==> src/hw/rtl/gate_pattern_step_sequencer_macros.svh <==
// Assertion macros shared by the gate pattern step sequencer RTL.
`ifndef GATE_PATTERN_STEP_SEQUENCER_MACROS_SVH
`define GATE_PATTERN_STEP_SEQUENCER_MACROS_SVH

`ifndef SYNTHESIS
// Same-cycle implication, disabled while reset is asserted.
`define GPS_ASSERT_IMP(lbl, clk, rst_n, ante, cons, msg) \
  lbl: assert property (@(posedge clk) disable iff (!rst_n) (ante) |-> (cons)) \
    else $error(msg);
// Next-cycle implication, disabled while reset is asserted.
`define GPS_ASSERT_NXT(lbl, clk, rst_n, ante, cons, msg) \
  lbl: assert property (@(posedge clk) disable iff (!rst_n) (ante) |=> (cons)) \
    else $error(msg);
`else
`define GPS_ASSERT_IMP(lbl, clk, rst_n, ante, cons, msg)
`define GPS_ASSERT_NXT(lbl, clk, rst_n, ante, cons, msg)
`endif

`endif

==> src/hw/rtl/gps_pkg.sv <==
// Package with shared constants and types of the gate pattern step sequencer.
`timescale 1ns / 1ps
`default_nettype none

package gps_pkg;

  // Default geometry of the gate pattern.
  localparam int unsigned ROWS_DEF  = 8;
  localparam int unsigned STEPS_DEF = 16;

  // Fixed widths of the item fields.
  localparam int unsigned PHASE_W    = 24;
  localparam int unsigned STEP_CNT_W = 5;
  localparam int unsigned ROW_IDX_W  = 3;
  localparam int unsigned COL_IDX_W  = 4;
  localparam int unsigned GATE_W     = 8;
  localparam int unsigned CUR_STEP_W = 4;

  // Per-item status from the step controller.
  typedef struct packed {
    logic adv;
    logic running;
  } gps_status_t;

endpackage

`default_nettype wire

==> src/hw/rtl/gps_ctrl.sv <==
// Run flag, phase accumulator and step index update for one item.
`timescale 1ns / 1ps
`default_nettype none

module gps_ctrl import gps_pkg::*; #(
  parameter int unsigned STEPS = STEPS_DEF,
  localparam int unsigned SW = (STEPS > 1) ? $clog2(STEPS) : 1,
  localparam int unsigned CW = SW + 1
) (
  input  wire logic                  clk_i,
  input  wire logic                  rst_ni,
  input  wire logic                  accept_i,
  input  wire logic                  run_press_i,
  input  wire logic                  ext_conn_i,
  input  wire logic                  ext_edge_i,
  input  wire logic                  reset_edge_i,
  input  wire logic [PHASE_W-1:0]    phase_step_i,
  input  wire logic [STEP_CNT_W-1:0] step_count_i,
  output logic      [SW-1:0]         step_o,
  output gps_status_t                status_o
);

  logic               run_q, run_d;
  logic [PHASE_W-1:0] phase_q, phase_d;
  logic [SW-1:0]      step_q, step_d;
  logic               adv;
  logic [PHASE_W:0]   sum;
  logic [CW-1:0]      inc;
  logic [CW-1:0]      nsteps;

  // Next state of the item: run toggle, clock, reset, then advance.
  always_comb begin
    run_d   = run_q ^ run_press_i;
    phase_d = phase_q;
    step_d  = step_q;
    adv     = 1'b0;
    sum     = {1'b0, phase_q} + {1'b0, phase_step_i};
    inc     = CW'(step_q) + CW'(1);

    // Active step count is clamped to 1..STEPS.
    if (step_count_i == '0) begin
      nsteps = CW'(1);
    end else if (32'(step_count_i) > STEPS) begin
      nsteps = CW'(STEPS);
    end else begin
      nsteps = CW'(step_count_i);
    end

    if (run_d) begin
      if (ext_conn_i) begin
        if (ext_edge_i) begin
          phase_d = '0;
          adv     = 1'b1;
        end
      end else begin
        phase_d = sum[PHASE_W-1:0];
        adv     = sum[PHASE_W];
      end
    end

    if (reset_edge_i) begin
      phase_d = '0;
      adv     = 1'b1;
    end

    if (adv) begin
      if (reset_edge_i || (inc >= nsteps)) begin
        step_d = '0;
      end else begin
        step_d = inc[SW-1:0];
      end
    end
  end

  // State registers, updated once per accepted item.
  always_ff @(posedge clk_i or negedge rst_ni) begin
    if (!rst_ni) begin
      run_q   <= 1'b1;
      phase_q <= '0;
      step_q  <= '0;
    end else if (accept_i) begin
      run_q   <= run_d;
      phase_q <= phase_d;
      step_q  <= step_d;
    end
  end

  assign step_o           = step_d;
  assign status_o.adv     = adv;
  assign status_o.running = run_d;

endmodule

`default_nettype wire

==> src/hw/rtl/gps_pat_mem.sv <==
// Gate pattern memory: one write port, two registered read ports, cleared by valid bits.
`timescale 1ns / 1ps
`default_nettype none

module gps_pat_mem import gps_pkg::*; #(
  parameter int unsigned ROWS  = ROWS_DEF,
  parameter int unsigned STEPS = STEPS_DEF,
  localparam int unsigned SW = (STEPS > 1) ? $clog2(STEPS) : 1
) (
  input  wire logic            clk_i,
  input  wire logic            rst_ni,
  input  wire logic            we_i,
  input  wire logic [SW-1:0]   waddr_i,
  input  wire logic [ROWS-1:0] wdata_i,
  input  wire logic            re_i,
  input  wire logic [SW-1:0]   raddr_a_i,
  input  wire logic [SW-1:0]   raddr_b_i,
  output logic      [ROWS-1:0] rdata_a_o,
  output logic      [ROWS-1:0] rdata_b_o
);

  logic [ROWS-1:0]  mem_q [STEPS];
  logic [STEPS-1:0] vld_q;
  logic [ROWS-1:0]  rd_a_q, rd_b_q;
  logic             rdv_a_q, rdv_b_q;
  logic             byp_a, byp_b;

  // A read that meets a write to the same entry takes the new word.
  assign byp_a = we_i && (waddr_i == raddr_a_i);
  assign byp_b = we_i && (waddr_i == raddr_b_i);

  // Storage array and read data registers.
  always_ff @(posedge clk_i) begin
    if (we_i) begin
      mem_q[waddr_i] <= wdata_i;
    end
    if (re_i) begin
      rd_a_q <= byp_a ? wdata_i : mem_q[raddr_a_i];
      rd_b_q <= byp_b ? wdata_i : mem_q[raddr_b_i];
    end
  end

  // Entry valid bits; an entry never written reads as zero.
  always_ff @(posedge clk_i or negedge rst_ni) begin
    if (!rst_ni) begin
      vld_q   <= '0;
      rdv_a_q <= 1'b0;
      rdv_b_q <= 1'b0;
    end else begin
      if (we_i) begin
        vld_q[waddr_i] <= 1'b1;
      end
      if (re_i) begin
        rdv_a_q <= vld_q[raddr_a_i] | byp_a;
        rdv_b_q <= vld_q[raddr_b_i] | byp_b;
      end
    end
  end

  assign rdata_a_o = rdv_a_q ? rd_a_q : '0;
  assign rdata_b_o = rdv_b_q ? rd_b_q : '0;

endmodule

`default_nettype wire

==> src/hw/rtl/gate_pattern_step_sequencer.sv <==
// Gate pattern step sequencer: ROWS x STEPS gate pattern clocked by sample ticks.
//
// Each item on the input channel (in_valid_i / in_ready_o) is one sample tick
// carrying run, clock and reset edges, the internal phase increment, the
// active step count and an optional pattern bit toggle. Each item yields
// exactly one result item on the output channel (out_valid_o / out_ready_i):
// the gates of the current step, the step index, the run flag and whether
// the step advanced on that tick.
// Items pass the second stage, then the output register; throughput is one item
// per cycle unless the receiver stalls. The run/phase/step update is done at
// acceptance, the pattern memory is read there, its read-modify-write finishes
// in the second stage, with a read-port write bypass for back-to-back items.
// After reset the pattern reads as all zero (per-entry valid bits), the
// sequencer is running at step 0 with the phase at 0; no clearing pass is
// needed, so items are taken right away.
// When the receiver stalls, the output register holds its item, the second
// stage still takes one more item, and in_ready_o falls only when both are full.
`timescale 1ns / 1ps
`default_nettype none
`include "gate_pattern_step_sequencer_macros.svh"

module gate_pattern_step_sequencer import gps_pkg::*; #(
  parameter int unsigned ROWS  = ROWS_DEF,
  parameter int unsigned STEPS = STEPS_DEF
) (
  input  wire logic                  clk_i,
  input  wire logic                  rst_ni,
  input  wire logic                  in_valid_i,
  output logic                       in_ready_o,
  input  wire logic                  run_press_i,
  input  wire logic                  ext_clock_connected_i,
  input  wire logic                  ext_clock_edge_i,
  input  wire logic                  reset_edge_i,
  input  wire logic [PHASE_W-1:0]    phase_step_i,
  input  wire logic [STEP_CNT_W-1:0] step_count_i,
  input  wire logic                  toggle_valid_i,
  input  wire logic [ROW_IDX_W-1:0]  toggle_row_i,
  input  wire logic [COL_IDX_W-1:0]  toggle_col_i,
  output logic                       out_valid_o,
  input  wire logic                  out_ready_i,
  output logic      [GATE_W-1:0]     gates_o,
  output logic      [CUR_STEP_W-1:0] current_step_o,
  output logic                       is_running_o,
  output logic                       advanced_o
);

  localparam int unsigned SW = (STEPS > 1) ? $clog2(STEPS) : 1;

  logic            in_fire, s1_fire;
  logic [SW-1:0]   step_new;
  gps_status_t     status;
  logic            tgl_ok;
  logic [SW-1:0]   tgl_addr;
  logic [ROWS-1:0] tgl_mask;
  logic [ROWS-1:0] rd_tgl, rd_step;
  logic [ROWS-1:0] new_word, gate_word;

  // Second stage: item waiting on memory read data.
  logic            s1_v_q;
  logic            s1_adv_q, s1_run_q, s1_tgl_q;
  logic [SW-1:0]   s1_step_q, s1_col_q;
  logic [ROWS-1:0] s1_mask_q;

  // Output register.
  logic                  out_v_q;
  logic [GATE_W-1:0]     gates_q;
  logic [CUR_STEP_W-1:0] cur_step_q;
  logic                  run_out_q, adv_out_q;

  // Handshake: the second stage moves on whenever the output register frees.
  assign s1_fire    = s1_v_q && (!out_v_q || out_ready_i);
  assign in_ready_o = !s1_v_q || s1_fire;
  assign in_fire    = in_valid_i && in_ready_o;

  // Step controller.
  gps_ctrl #(
    .STEPS (STEPS)
  ) u_ctrl (
    .clk_i        (clk_i),
    .rst_ni       (rst_ni),
    .accept_i     (in_fire),
    .run_press_i  (run_press_i),
    .ext_conn_i   (ext_clock_connected_i),
    .ext_edge_i   (ext_clock_edge_i),
    .reset_edge_i (reset_edge_i),
    .phase_step_i (phase_step_i),
    .step_count_i (step_count_i),
    .step_o       (step_new),
    .status_o     (status)
  );

  // Toggle decode; a row or column outside the pattern is ignored.
  assign tgl_ok   = toggle_valid_i && (32'(toggle_row_i) < ROWS)
                    && (32'(toggle_col_i) < STEPS);
  assign tgl_addr = SW'(toggle_col_i);
  assign tgl_mask = ROWS'(1) << toggle_row_i;

  // Pattern memory: port A reads the toggled column, port B the new step.
  gps_pat_mem #(
    .ROWS  (ROWS),
    .STEPS (STEPS)
  ) u_mem (
    .clk_i     (clk_i),
    .rst_ni    (rst_ni),
    .we_i      (s1_fire && s1_tgl_q),
    .waddr_i   (s1_col_q),
    .wdata_i   (new_word),
    .re_i      (in_fire),
    .raddr_a_i (tgl_addr),
    .raddr_b_i (step_new),
    .rdata_a_o (rd_tgl),
    .rdata_b_o (rd_step)
  );

  // Modify the column and pick the gates; a same-tick toggle is visible.
  always_comb begin
    new_word = rd_tgl ^ s1_mask_q;
    if (s1_adv_q) begin
      gate_word = '0;
    end else if (s1_tgl_q && (s1_col_q == s1_step_q)) begin
      gate_word = new_word;
    end else begin
      gate_word = rd_step;
    end
  end

  // Second stage control.
  always_ff @(posedge clk_i or negedge rst_ni) begin
    if (!rst_ni) begin
      s1_v_q <= 1'b0;
    end else if (in_fire) begin
      s1_v_q <= 1'b1;
    end else if (s1_fire) begin
      s1_v_q <= 1'b0;
    end
  end

  // Second stage payload.
  always_ff @(posedge clk_i) begin
    if (in_fire) begin
      s1_adv_q  <= status.adv;
      s1_run_q  <= status.running;
      s1_tgl_q  <= tgl_ok;
      s1_step_q <= step_new;
      s1_col_q  <= tgl_addr;
      s1_mask_q <= tgl_mask;
    end
  end

  // Output register control.
  always_ff @(posedge clk_i or negedge rst_ni) begin
    if (!rst_ni) begin
      out_v_q <= 1'b0;
    end else if (s1_fire) begin
      out_v_q <= 1'b1;
    end else if (out_ready_i) begin
      out_v_q <= 1'b0;
    end
  end

  // Output register payload.
  always_ff @(posedge clk_i) begin
    if (s1_fire) begin
      gates_q    <= GATE_W'(gate_word);
      cur_step_q <= CUR_STEP_W'(s1_step_q);
      run_out_q  <= s1_run_q;
      adv_out_q  <= s1_adv_q;
    end
  end

  assign out_valid_o    = out_v_q;
  assign gates_o        = gates_q;
  assign current_step_o = cur_step_q;
  assign is_running_o   = run_out_q;
  assign advanced_o     = adv_out_q;

  // Checks on the pipeline and the result.
  `GPS_ASSERT_IMP(a_adv_gates_low, clk_i, rst_ni, out_valid_o && advanced_o, gates_o == '0, "gates high on an advance item")
  `GPS_ASSERT_IMP(a_stall_only_full, clk_i, rst_ni, !in_ready_o, s1_v_q && out_v_q, "input stalled with a free stage")
  `GPS_ASSERT_NXT(a_accept_fills, clk_i, rst_ni, in_fire, s1_v_q, "accepted item lost before the second stage")
  `GPS_ASSERT_IMP(a_step_in_range, clk_i, rst_ni, s1_v_q, 32'(s1_step_q) < STEPS, "step index beyond the pattern")

endmodule

`default_nettype wire

==> config.mk <==
export PLATFORM = sky130hd
export DESIGN_NAME = gate_pattern_step_sequencer
export DESIGN_NICKNAME = d
export VERILOG_FILES = /design/src/hw/rtl/gps_pkg.sv /design/src/hw/rtl/gps_ctrl.sv /design/src/hw/rtl/gps_pat_mem.sv /design/src/hw/rtl/gate_pattern_step_sequencer.sv
export VERILOG_INCLUDE_DIRS = /design/src /design/src/hw/rtl
export SDC_FILE = /design/constraint.sdc
export NUM_CORES = 1
export LEC_CHECK = 0
export ABC_AREA = 1
export BUFFER_PORTS_ARGS = -buffer_cell sky130_fd_sc_hd__buf_2
export CORE_UTILIZATION = 56
export CTS_CLUSTER_SIZE = 25
export DETAILED_ROUTE_END_ITERATION = 10
export PLACE_DENSITY = 0.74
export SLEW_MARGIN = 20
export SYNTH_ARGS = -nofsm -noshare
export SYNTH_HDL_FRONTEND = slang
export SYNTH_SLANG_ARGS = --single-unit
==> constraint.sdc <==
create_clock -name clk_i -period 3.05 [get_ports clk_i]
set_input_delay 0.305 -clock clk_i [delete_from_list [all_inputs] [get_ports clk_i]]
set_output_delay 0.305 -clock clk_i [all_outputs]
set_load 0.02 [all_outputs]
==> flow_summary.yaml, run 1 <==
pwr:
  powerDensity_nw_per_um2: 776
  p_comb_share_pct: 37.5
  irDropWorstVdd_uv: 384
  swShare_pct: 35.1
  p_seq_share_pct: 34.3
  p_leak_nw: 6.58
  p_clk_share_pct: 28.1
  p_switching_mw: 4.04
  p_int_mw: 7.47
cts:
  cts_tree: "built"
  cts_max_level: 1
  clockBufferDepth: 3
  clk_latency_ns: 0.52
  cts_sinks: 226
  clk_pin_slew_ns: 0.06
  root_buffer: "clkbuf_16"
  numCtsBuffers: 25
global_routing:
  antenna_found_initial: 0
  track_usage_pct: 30.4
  grt_overflow: 0
  grt_pass1_vias: 9861
  grt_max_degree: 35
  grt_pass1_wl_mm: 53.3
critical_path:
  critPathMaxFanout: 21
  r2r-end: "u_mem.rd_b_q[6]"
  endpoint_kind: "flop"
  startpoint: "u_ctrl.step_q[1]"
  arrival_ns: 3.38
  critPathLaunchType: "flop"
  rrSetupSlack_ns: -0.05
  path_class: "flop to flop"
  ff2ff_path_depth: 19
  r2r-start: "u_ctrl.step_q[1]"
  required_ns: 3.33
yosys:
  synth_top_area_share_pct: 42.8
  synth_nets: 1521
  synth_seq_cells: 226
  synth_cell_type_count: 51
  synthesis.area_sq_um: 12400
  synth_top_area_cell: "edfxtp_1"
  synth.area.top_cells: "edfxtp_1, nand2_1, dfrtp_1"
  yosysWarnings: 0
  synthFlopType: "edfxtp_1"
  syn_area_per_cell_sq_um: 8.60
  synth_cells: 1445
  async_flop_share_pct: 21.7
  synth_seq_area_share_pct: 52.6
  synth_edf_count: 177
cells_and_area:
  multiInputGateArea_sq_um: 5090
  fillerInstances: 1699
  nets: 1641
  insertedDiodeCount: 0
  seq_area_sq_um: 6540
  drive_gt1_share_pct: 16.7
  syn2layout_area_growth_pct: 19.3
timing:
  finalCriticalPeriod_ns: 3.10
  slew_violations: 0
  fin_skew_ns: 0.00949
  hold_ws_ns: 0.0627
  setup-violations-final: 6
  slew_headroom_pct: 50.1
  hold_violations: 0
  fmax_mhz: 323
  timing.final.crit_share_pct: 102
  fin_ws_ns: -0.0495
  worst_pin_slew_ns: 0.746
detailed_routing:
  vias_per_cell: 5.85
  wl_per_cell_um: 18.8
  drc_errors: 0
  dr.pass1.iters: 6
  drt-initial-drc-count: 1195
  drt_wl_total_mm: 35.0
  vias: 10898
  final_antenna_net_count: 0
die:
  num_rows: 54
  io_pins: 61
  die_area_sq_um: 22800
  core_area_sq_um: 21800
  start_util_pct: 57.0
  die_x_um: 151
  die_h_um: 151
flow_run:
  drv_cap: 0
placed_design:
  gp_congestion: 0.944
  dp_slack_ns: -0.122
  dpl.hpwl_mm: 24.0
  io_buffers: 60
min_path:
  hp-start: "out_ready_i"
  hold_path_depth: 4
  min_path_type: "input pin to flop"
  min_to: "out_valid_o"
run_status:
  status: "finished with violations"
  failed_checks: "negative setup slack"
-- repair_timing --
| item | 4_1_cts | 5_1_grt |
|---|---|---|
| setup buffers | 3 | 10 |
| hold buffers | 2 | 0 |
| gates resized for setup | 15 | 46 |
| endpoints found under the setup margin | 8 | 9 |
| gates cloned | 0 | 4 |
| pin swaps | 6 | 20 |
| hold endpoints to repair | 23 | 0 |
-- flip-flops by register name, indices dropped and copies added (netlist names), 8 cells and up --
signal and count:
u_mem.rd_b_q 8, u_mem.rd_a_q 8, u_ctrl.phase_q 24, s1_mask_q 8
u_mem.vld_q 16, u_mem.mem_q 128, gates_o 8
-- worst max-delay path by stage --
stage                       to  cells after the start
3_5_place_dp   u_mem.rd_b_q[2]                     17
2_1_floorplan  u_mem.rd_b_q[5]                     18
5_1_grt        u_mem.rd_b_q[5]                     19
4_1_cts        u_mem.rd_b_q[5]                     21
3_3_place_gp   u_mem.rd_b_q[2]                     17
6_report       u_mem.rd_b_q[6]                     19
-- critical path, stage by stage, from the launching register on --
cell and delay, ns:
dfrtp_1 0.41, ha_4 0.20, nand2_2 0.06, nor2_2 0.13, ha_4 0.24, a21oi_2 0.18, o21ai_2 0.08, nor2_2 0.16
nand3_1 0.10, nor2_1 0.23, nand3_2 0.14, nand2_4 0.12, clkinv_2 0.11, buf_12 0.18, nand3_1 0.09, nand3_1 0.09
nand3_1 0.15, nand2_1 0.07, nand2_1 0.06, nand2_1 0.04
-- final cells by class --
cell class	count	share of cell area [%]
repair buffers	156	8.32
multi-input cells	960	34.3
clock inverters	16	1.56
flip-flops and latches	226	44.1
clock buffers	29	4.32
well taps	280	2.36
inverters	196	5.02
-- cells in the final DEF, fill, tap and decap left out, types with 3 or more instances in the layout --
cell | netlist | layout
xor2_1 | 6 | 5
o211ai_1 | 4 | 4
buf_12 | 0 | 11
bufinv_16 | 0 | 6
a21oi_1 | 104 | 102
nor3_1 | 14 | 13
clkinv_1 | 1 | 5
nand2_4 | 5 | 6
nor2_1 | 72 | 70
clkbuf_1 | 34 | 4
inv_1 | 186 | 184
ha_1 | 30 | 26
edfxtp_1 | 177 | 177
nand3_1 | 183 | 168
nand2_1 | 330 | 323
nand2_2 | 5 | 8
a31oi_1 | 10 | 10
a211oi_1 | 9 | 9
buf_2 | 13 | 60
inv_2 | 8 | 8
xnor2_1 | 12 | 12
o21bai_1 | 4 | 4
dfrtp_1 | 48 | 47
a311oi_1 | 3 | 3
buf_4 | 7 | 75
nand4_1 | 8 | 8
nand3_2 | 2 | 16
clkbuf_16 | 0 | 28
nand2_8 | 1 | 4
nor3_2 | 2 | 3
ha_4 | 0 | 3
buf_6 | 5 | 5
clkinv_2 | 1 | 5
nor2_2 | 1 | 3
o21ai_0 | 130 | 129
-- through the flow --
step	TNS, ns	utilization, %	cell area, sq um	instances	power [mW]
2_1_floorplan	0	-	12400	1445	6.36
3_3_place_gp	-0.372	61.7	13500	1799	7.57
3_5_place_dp	-0.812	61.7	13500	1799	7.65
4_1_cts	0	66.2	14500	1849	11.0
5_1_grt	-0.571	68.0	14800	1863	12.0
6_report	-0.149	68.0	14800	1863	11.5
-- Yosys cell counts, drive strengths merged (3+ instances only) --
| cell | n |
|---|---|
| xnor2 | 12 |
| nand3 | 185 |
| o211ai | 4 |
| buf | 29 |
| clkbuf | 34 |
| inv | 194 |
| edfxtp | 177 |
| o21bai | 4 |
| nor2 | 74 |
| o21ai | 132 |
| ha | 30 |
| xor2 | 6 |
| nor3 | 16 |
| a311oi | 3 |
| nand2 | 341 |
| a211oi | 9 |
| nand4 | 8 |
| a31oi | 10 |
| dfrtp | 48 |
| a21oi | 105 |
-- power groups by stage --
stage	clock (mW)	sequential, mW	combinational (mW)
after floorplan	0	3.98	2.38
after global placement	0	3.98	3.59
after detailed placement	0	3.99	3.66
after CTS	3.25	3.93	3.79
after global routing	3.36	3.98	4.70
final	3.24	3.95	4.32
-- kinds of logic (layout without fill, tap and decap cells) --
family	Yosys count	in the layout	synth area share [%]
DFF	226	226	52.6
AOI/OAI and AO/OA	281	281	12.2
buffers and inverters	259	397	8.48
adders and majority gates	31	31	3.18
xor gates and xnor gates	18	18	1.27
and+or+nand+nor	630	630	22.2
-- per-layer routing --
metal | global-route usage (%) | part of all wire [%]
met1 | 43.0 | 42
met2 | 48.5 | 46
met3 | 4.10 | 9.3
met4 | 9.35 | 2.9
met5 | 0 | 0
Note: power is estimated with default switching activity, not from simulation.
==> inputs of run 2 (changes only) <==
- RECOVER_POWER: unset -> 50
==> run 2 against run 1 <==
Cell area is 0.25% lower. Critical path depth unchanged. Setup slack gained 0.0080 ns. Critical endpoint is now u_mem.rd_b_q[2]. Hold slack got worse by 0.0032 ns. Non-clock buffer count did not move. Wire length about the same. Sequential share of layout area is 0.11 points higher. Register-to-register slack about the same. Critical path type unchanged. Largest power group unchanged. First-iteration DRC count is 0.42% lower. Utilization down 0.17 points. Die area did not move. The run still ends with negative setup slack left.
==> flow_summary.yaml, run 2 (same netlist as run 1, synthesis figures left out) <==
cells_and_area:
  reg.largest.list: "u_mem.mem_q x128, u_ctrl.phase_q x24, u_mem.vld_q x16"
  drive_gt1_share_pct: 15.1
  final_common_cell: "nand2_1"
  final_area_sq_um: 14800
  nets: 1641
  top_register: "u_mem.mem_q"
  largest_reg_flops: 128
  fin_cells: 1863
  layout_common_cells: "nand2_1, inv_1, edfxtp_1"
  syn2layout_area_growth_pct: 19.0
  insertedDiodeCount: 0
detailed_routing:
  drt-initial-drc-count: 1190
  dr.pass1.iters: 6
  drc_errors: 0
  vias: 10865
  vias_per_cell: 5.83
  drt_wl_total_mm: 35.1
  final_antenna_net_count: 0
  wl_per_cell_um: 18.8
critical_path:
  crit_chain: "ha_4 > nand2_2 > nor2_2 > ha_4 > a21oi_2 > o21ai_2 > nor2_2 > nand3_1 > nor2_1 > nand3_2 > nand2_4 > clkinv_2 > buf_12 > nand3_1 > nand3_2 > nand3_2 > nand2_1 > nand2_1 > nand2_1"
  endpoint_kind: "flop"
  critPathLaunchType: "flop"
  arrival_ns: 3.37
  cp_slowest_stage_delay_ns: 0.41
  critPathMaxFanout: 21
  path_class: "flop to flop"
  required_ns: 3.33
  slowest_stage: "dfrtp_1"
cts:
  clk_pin_slew_ns: 0.06
  clk_latency_ns: 0.52
  clockBufferDepth: 3
  cts_tree: "built"
  cts_max_level: 1
  numCtsBuffers: 25
  root_buffer: "clkbuf_16"
  cts_sinks: 226
global_routing:
  grt_pass1_wl_mm: 53.3
  antenna_found_initial: 0
  grt_overflow: 0
  track_usage_pct: 30.4
  grt_pass1_vias: 9861
  grt_max_degree: 35
placed_design:
  io_buffers: 60
  dp_cells: 1799
  dpl.hpwl_mm: 24.0
  placed_cell_area_sq_um: 13500
  gp_congestion: 0.944
  dp_slack_ns: -0.122
pwr:
  p_leak_nw: 6.51
  irDropWorstVdd_uv: 383
  powerDensity_nw_per_um2: 776
die:
  die_h_um: 151
  io_pins: 61
  die_area_sq_um: 22800
  num_rows: 54
  core_area_sq_um: 21800
  start_util_pct: 57.0
  die_x_um: 151
timing:
  hold_violations: 0
  worst_pin_slew_ns: 1.29
  fmax_mhz: 323
  fin_ws_ns: -0.0415
  setup-violations-final: 6
  timing.final.crit_share_pct: 101
  slew_headroom_pct: 13.9
  finalCriticalPeriod_ns: 3.09
  fin_skew_ns: 0.0160
  slew_violations: 0
run_status:
  failed_checks: "negative setup slack"
  status: "finished with violations"
min_path:
  min_path_type: "input pin to flop"
flow_run:
  drv_cap: 0
==> run 2: changes by cell type in the layout (fill, tap and decap cells not counted), sizes merged <==
cell and change:
clkbuf +25, buf -25
==> run 2: critical path: cells and delay by family, from the launching register on <==
kind / cells / cell delay [ns]
AOI/OAI and AO/OA: 2 / 0.26
and+or+nand+nor: 13 / 1.41
DFF: 1 / 0.41
buffers and inverters: 2 / 0.29
adders and majority gates: 2 / 0.44
==> run 2: path summary, 6_finish.rpt <==
check	startpoint	endpoint	slack [ns]	cells past startpoint
min in group asynchronous	rst_ni	u_ctrl.phase_q[17]	0.60	2
max in group asynchronous	rst_ni	u_ctrl.step_q[2]	0.98	3
setup / recovery	u_ctrl.step_q[1]	u_mem.rd_b_q[2]	-0.04	19
hold reg to reg	s1_run_q	is_running_o	0.44	0
hold / removal	out_ready_i	out_valid_o	0.06	4
setup reg to reg	u_ctrl.step_q[1]	u_mem.rd_b_q[2]	-0.04	19
==> run 2: metal layers <==
layer / track usage (%) / share of wire, %
met1: 43.0 / 42
met2: 48.5 / 46
met3: 4.10 / 9.2
met4: 9.35 / 2.8
met5: 0 / 0
==> run 2: metrics by stage <==
stage	power, mW	setup TNS, ns	hold WS (ns)	utilization (%)
2_1_floorplan	6.36	0	0.00941	-
3_3_place_gp	7.57	-0.372	0.319	61.7
3_5_place_dp	7.65	-0.812	0.330	61.7
4_1_cts	11.0	0	0.0608	66.2
5_1_grt	12.0	-0.571	0.0947	67.8
6_report	11.5	-0.150	0.0596	67.8
==> run 2: where the power goes <==
part / internal, mW / switching [mW]
sequential: 3.77 / 0.184
clock: 2.01 / 1.22
combinational: 1.68 / 2.63
==> run 2: area by class of cell <==
class / count / area, sq um
fill: 1718 / 7030
tap: 280 / 350
clock inverter: 16 / 231
inverter: 196 / 744
multi-input combinational: 960 / 5090
clock buffer: 29 / 641
sequential: 226 / 6540
timing repair buffer: 156 / 1200
==> run 2: what timing repair did <==
action | in CTS | in global routing
hold buffers | 2 | 0
resized for setup | 15 | 46
endpoints found under the setup margin | 8 | 9
pin swaps | 6 | 20
buffers inserted | 3 | 10
cloned | 0 | 4
endpoints found under the hold margin | 23 | 0
==> inputs of run 3 (changes only) <==
- CORE_UTILIZATION: 56 -> 60
- CTS_BUF_LIST: unset -> sky130_fd_sc_hd__clkbuf_16
- PLACE_DENSITY: 0.74 -> 0.75
- clock period: 3.05 -> 3.9 ns (I/O delays scaled with it)
==> run 3 against run 2 <==
The run ends with max-capacitance violations, max-slew violations left. Final cell count fell by 4.3%. Sequential share of layout area rose by 3.2 points. Cell area fell by 6.8%. Wire length fell by 4.9%. Sequential power fell by 22%. Clock power fell by 23%. Combinational power fell by 40%. Clock skew fell by 0.00054 ns. Critical path depth fell by 2. Largest cell class unchanged. Total power fell by 29%.
==> flow_summary.yaml, run 3 (same netlist as run 1, synthesis figures left out) <==
die:
  num_rows: 52
  start_util_pct: 61.2
  io_pins: 61
  die_x_um: 146
  die_h_um: 146
  core_area_sq_um: 20300
  die_area_sq_um: 21300
global_routing:
  track_usage_pct: 32.0
  antenna_found_initial: 0
  grt_pass1_wl_mm: 53.3
  grt_pass1_vias: 9922
  grt_overflow: 0
  grt_max_degree: 73
timing:
  setup-violations-final: 0
  timing.final.crit_share_pct: 89.7
  worst_pin_slew_ns: 1.51
  finalCriticalPeriod_ns: 3.50
  slew_headroom_pct: -0.624
  fin_ws_ns: 0.401
  hold_violations: 0
  setup_tns_ns: 0
  fin_skew_ns: 0.0155
  rsz0062_at_grt: "false"
  fmax_mhz: 286
  slew_violations: 28
detailed_routing:
  wl_met2_mm: 14.7
  topRoutingLayerUsed: "met4"
  drc_errors: 0
  drt_wl_total_mm: 33.3
  vias_per_cell: 5.91
  final_antenna_net_count: 0
  vias: 10537
  wl_per_cell_um: 18.7
  m1WireLength_mm: 14.1
  dr_wl_met3_mm: 3.55
  dr.pass1.iters: 6
  drt-initial-drc-count: 1315
critical_path:
  r2r-start: "u_ctrl.step_q[0]"
  r2r-end: "u_mem.rd_b_q[6]"
  ff2ff_path_depth: 17
  critPathMaxFanout: 67
  endpoint_kind: "flop"
  required_ns: 4.18
  path_class: "flop to flop"
  rrSetupSlack_ns: 0.40
  critPathLaunchType: "flop"
  arrival_ns: 3.77
cells_and_area:
  final_common_cell: "nand2_1"
  largest_reg_flops: 128
  reg.largest.list: "u_mem.mem_q x128, u_ctrl.phase_q x24, u_mem.vld_q x16"
  layout_common_cells: "nand2_1, inv_1, nand3_1"
  syn2layout_area_growth_pct: 11.0
  insertedDiodeCount: 0
  seq_area_sq_um: 6540
  top_register: "u_mem.mem_q"
  nets: 1570
  multiInputGateArea_sq_um: 4830
  fillerInstances: 1653
  drive_gt1_share_pct: 8.13
cts:
  clk_latency_ns: 0.52
  clockBufferDepth: 3
  clk_pin_slew_ns: 0.06
  cts_tree: "built"
  numCtsBuffers: 24
  cts_sinks: 226
  cts_max_level: 1
  root_buffer: "clkbuf_16"
placed_design:
  io_buffers: 60
  gp_congestion: 0.912
  dp_slack_ns: 0.492
  dpl.hpwl_mm: 22.7
min_path:
  min_to: "s1_tgl_q"
  hold_path_depth: 1
  hp-start: "toggle_valid_i"
  min_path_type: "input pin to flop"
pwr:
  irDropWorstVdd_uv: 356
  powerDensity_nw_per_um2: 592
  power.total_mw: 8.16
  p_leak_nw: 6.03
flow_run:
  drv_cap: 1
run_status:
  status: "finished with violations"
  failed_checks: "max-capacitance violations, max-slew violations"
## run 3: cell count changes in the layout (fill, tap and decap cells not counted), moves of 4 or more
cell | previous run | this run
buf_12 | 11 | 3
nand2_1 | 323 | 330
clkbuf_1 | 28 | 33
buf_6 | 5 | 0
nand3_1 | 168 | 183
inv_1 | 184 | 190
nand3_2 | 16 | 2
buf_4 | 72 | 13
ha_1 | 26 | 30
## run 3: through the flow
step / instance area [sq um] / hold slack, ns / std cells / utilization, %
floorplan: 12400 / 0.0944 / 1445 / -
global placement: 13000 / 0.424 / 1737 / 63.9
detailed placement: 13000 / 0.410 / 1737 / 63.9
CTS: 13900 / 0.0474 / 1782 / 68.3
global route: 13800 / 0.0443 / 1782 / 67.9
finish: 13800 / 0.0540 / 1782 / 67.9
## run 3: critical path, cell delays in order, from the launching register on
cell	delay, ns
dfrtp_1	0.47
ha_1	0.27
xor2_1	0.18
ha_1	0.34
a21oi_1	0.15
o21ai_0	0.10
nor2_1	0.22
nand4_1	0.16
nand3b_2	0.30
nand2_2	0.12
buf_12	0.26
nand2_1	0.09
nand3_1	0.08
nand3_1	0.11
nand3_1	0.15
nand2_1	0.07
nand2_1	0.06
nand2_1	0.05
## run 3: what timing repair did
action | 4_1_cts | 5_1_grt
hold buffers | 1 | 0
gates resized for setup | 0 | 0
endpoints found under the setup margin | 0 | 0
endpoints found under the hold margin | 21 | 0
buffers inserted | 0 | 0
## run 3: metal layers
metal / up-vias / GRT usage, %
met3: 72 / 6.74
met5: - / 0
met2: 568 / 48.5
met1: 4918 / 46.1
li1: 4979 / -
met4: 0 / 10.2
## run 3: area by class of cell
type                    count  share of cell area [%]
multi-input cells         960                    35.0
flip-flops and latches    226                    47.4
clock buffers              25                    4.54
repair buffers             86                    3.42
clock inverters            19                    1.76
inverters                 196                    5.34
well taps                 270                    2.45
## run 3: power breakdown
group / leakage (nW) / switching, mW / internal (mW)
Sequential: 2.20 / 0.144 / 2.95
Clock: 0.433 / 0.936 / 1.55
Combinational: 3.39 / 1.77 / 0.807
## run 3: worst max path at each step
stage	from	slack, ns	to	cells past startpoint
CTS	u_ctrl.step_q[0]	0.47	u_mem.rd_b_q[0]	17
floorplan	u_ctrl.step_q[0]	1.01	u_mem.rd_b_q[5]	18
detailed placement	u_ctrl.step_q[0]	0.49	u_mem.rd_b_q[0]	17
global placement	u_ctrl.step_q[0]	0.61	u_mem.rd_b_q[0]	17
global route	u_ctrl.step_q[0]	0.11	u_mem.rd_b_q[7]	17
finish	u_ctrl.step_q[0]	0.40	u_mem.rd_b_q[6]	17
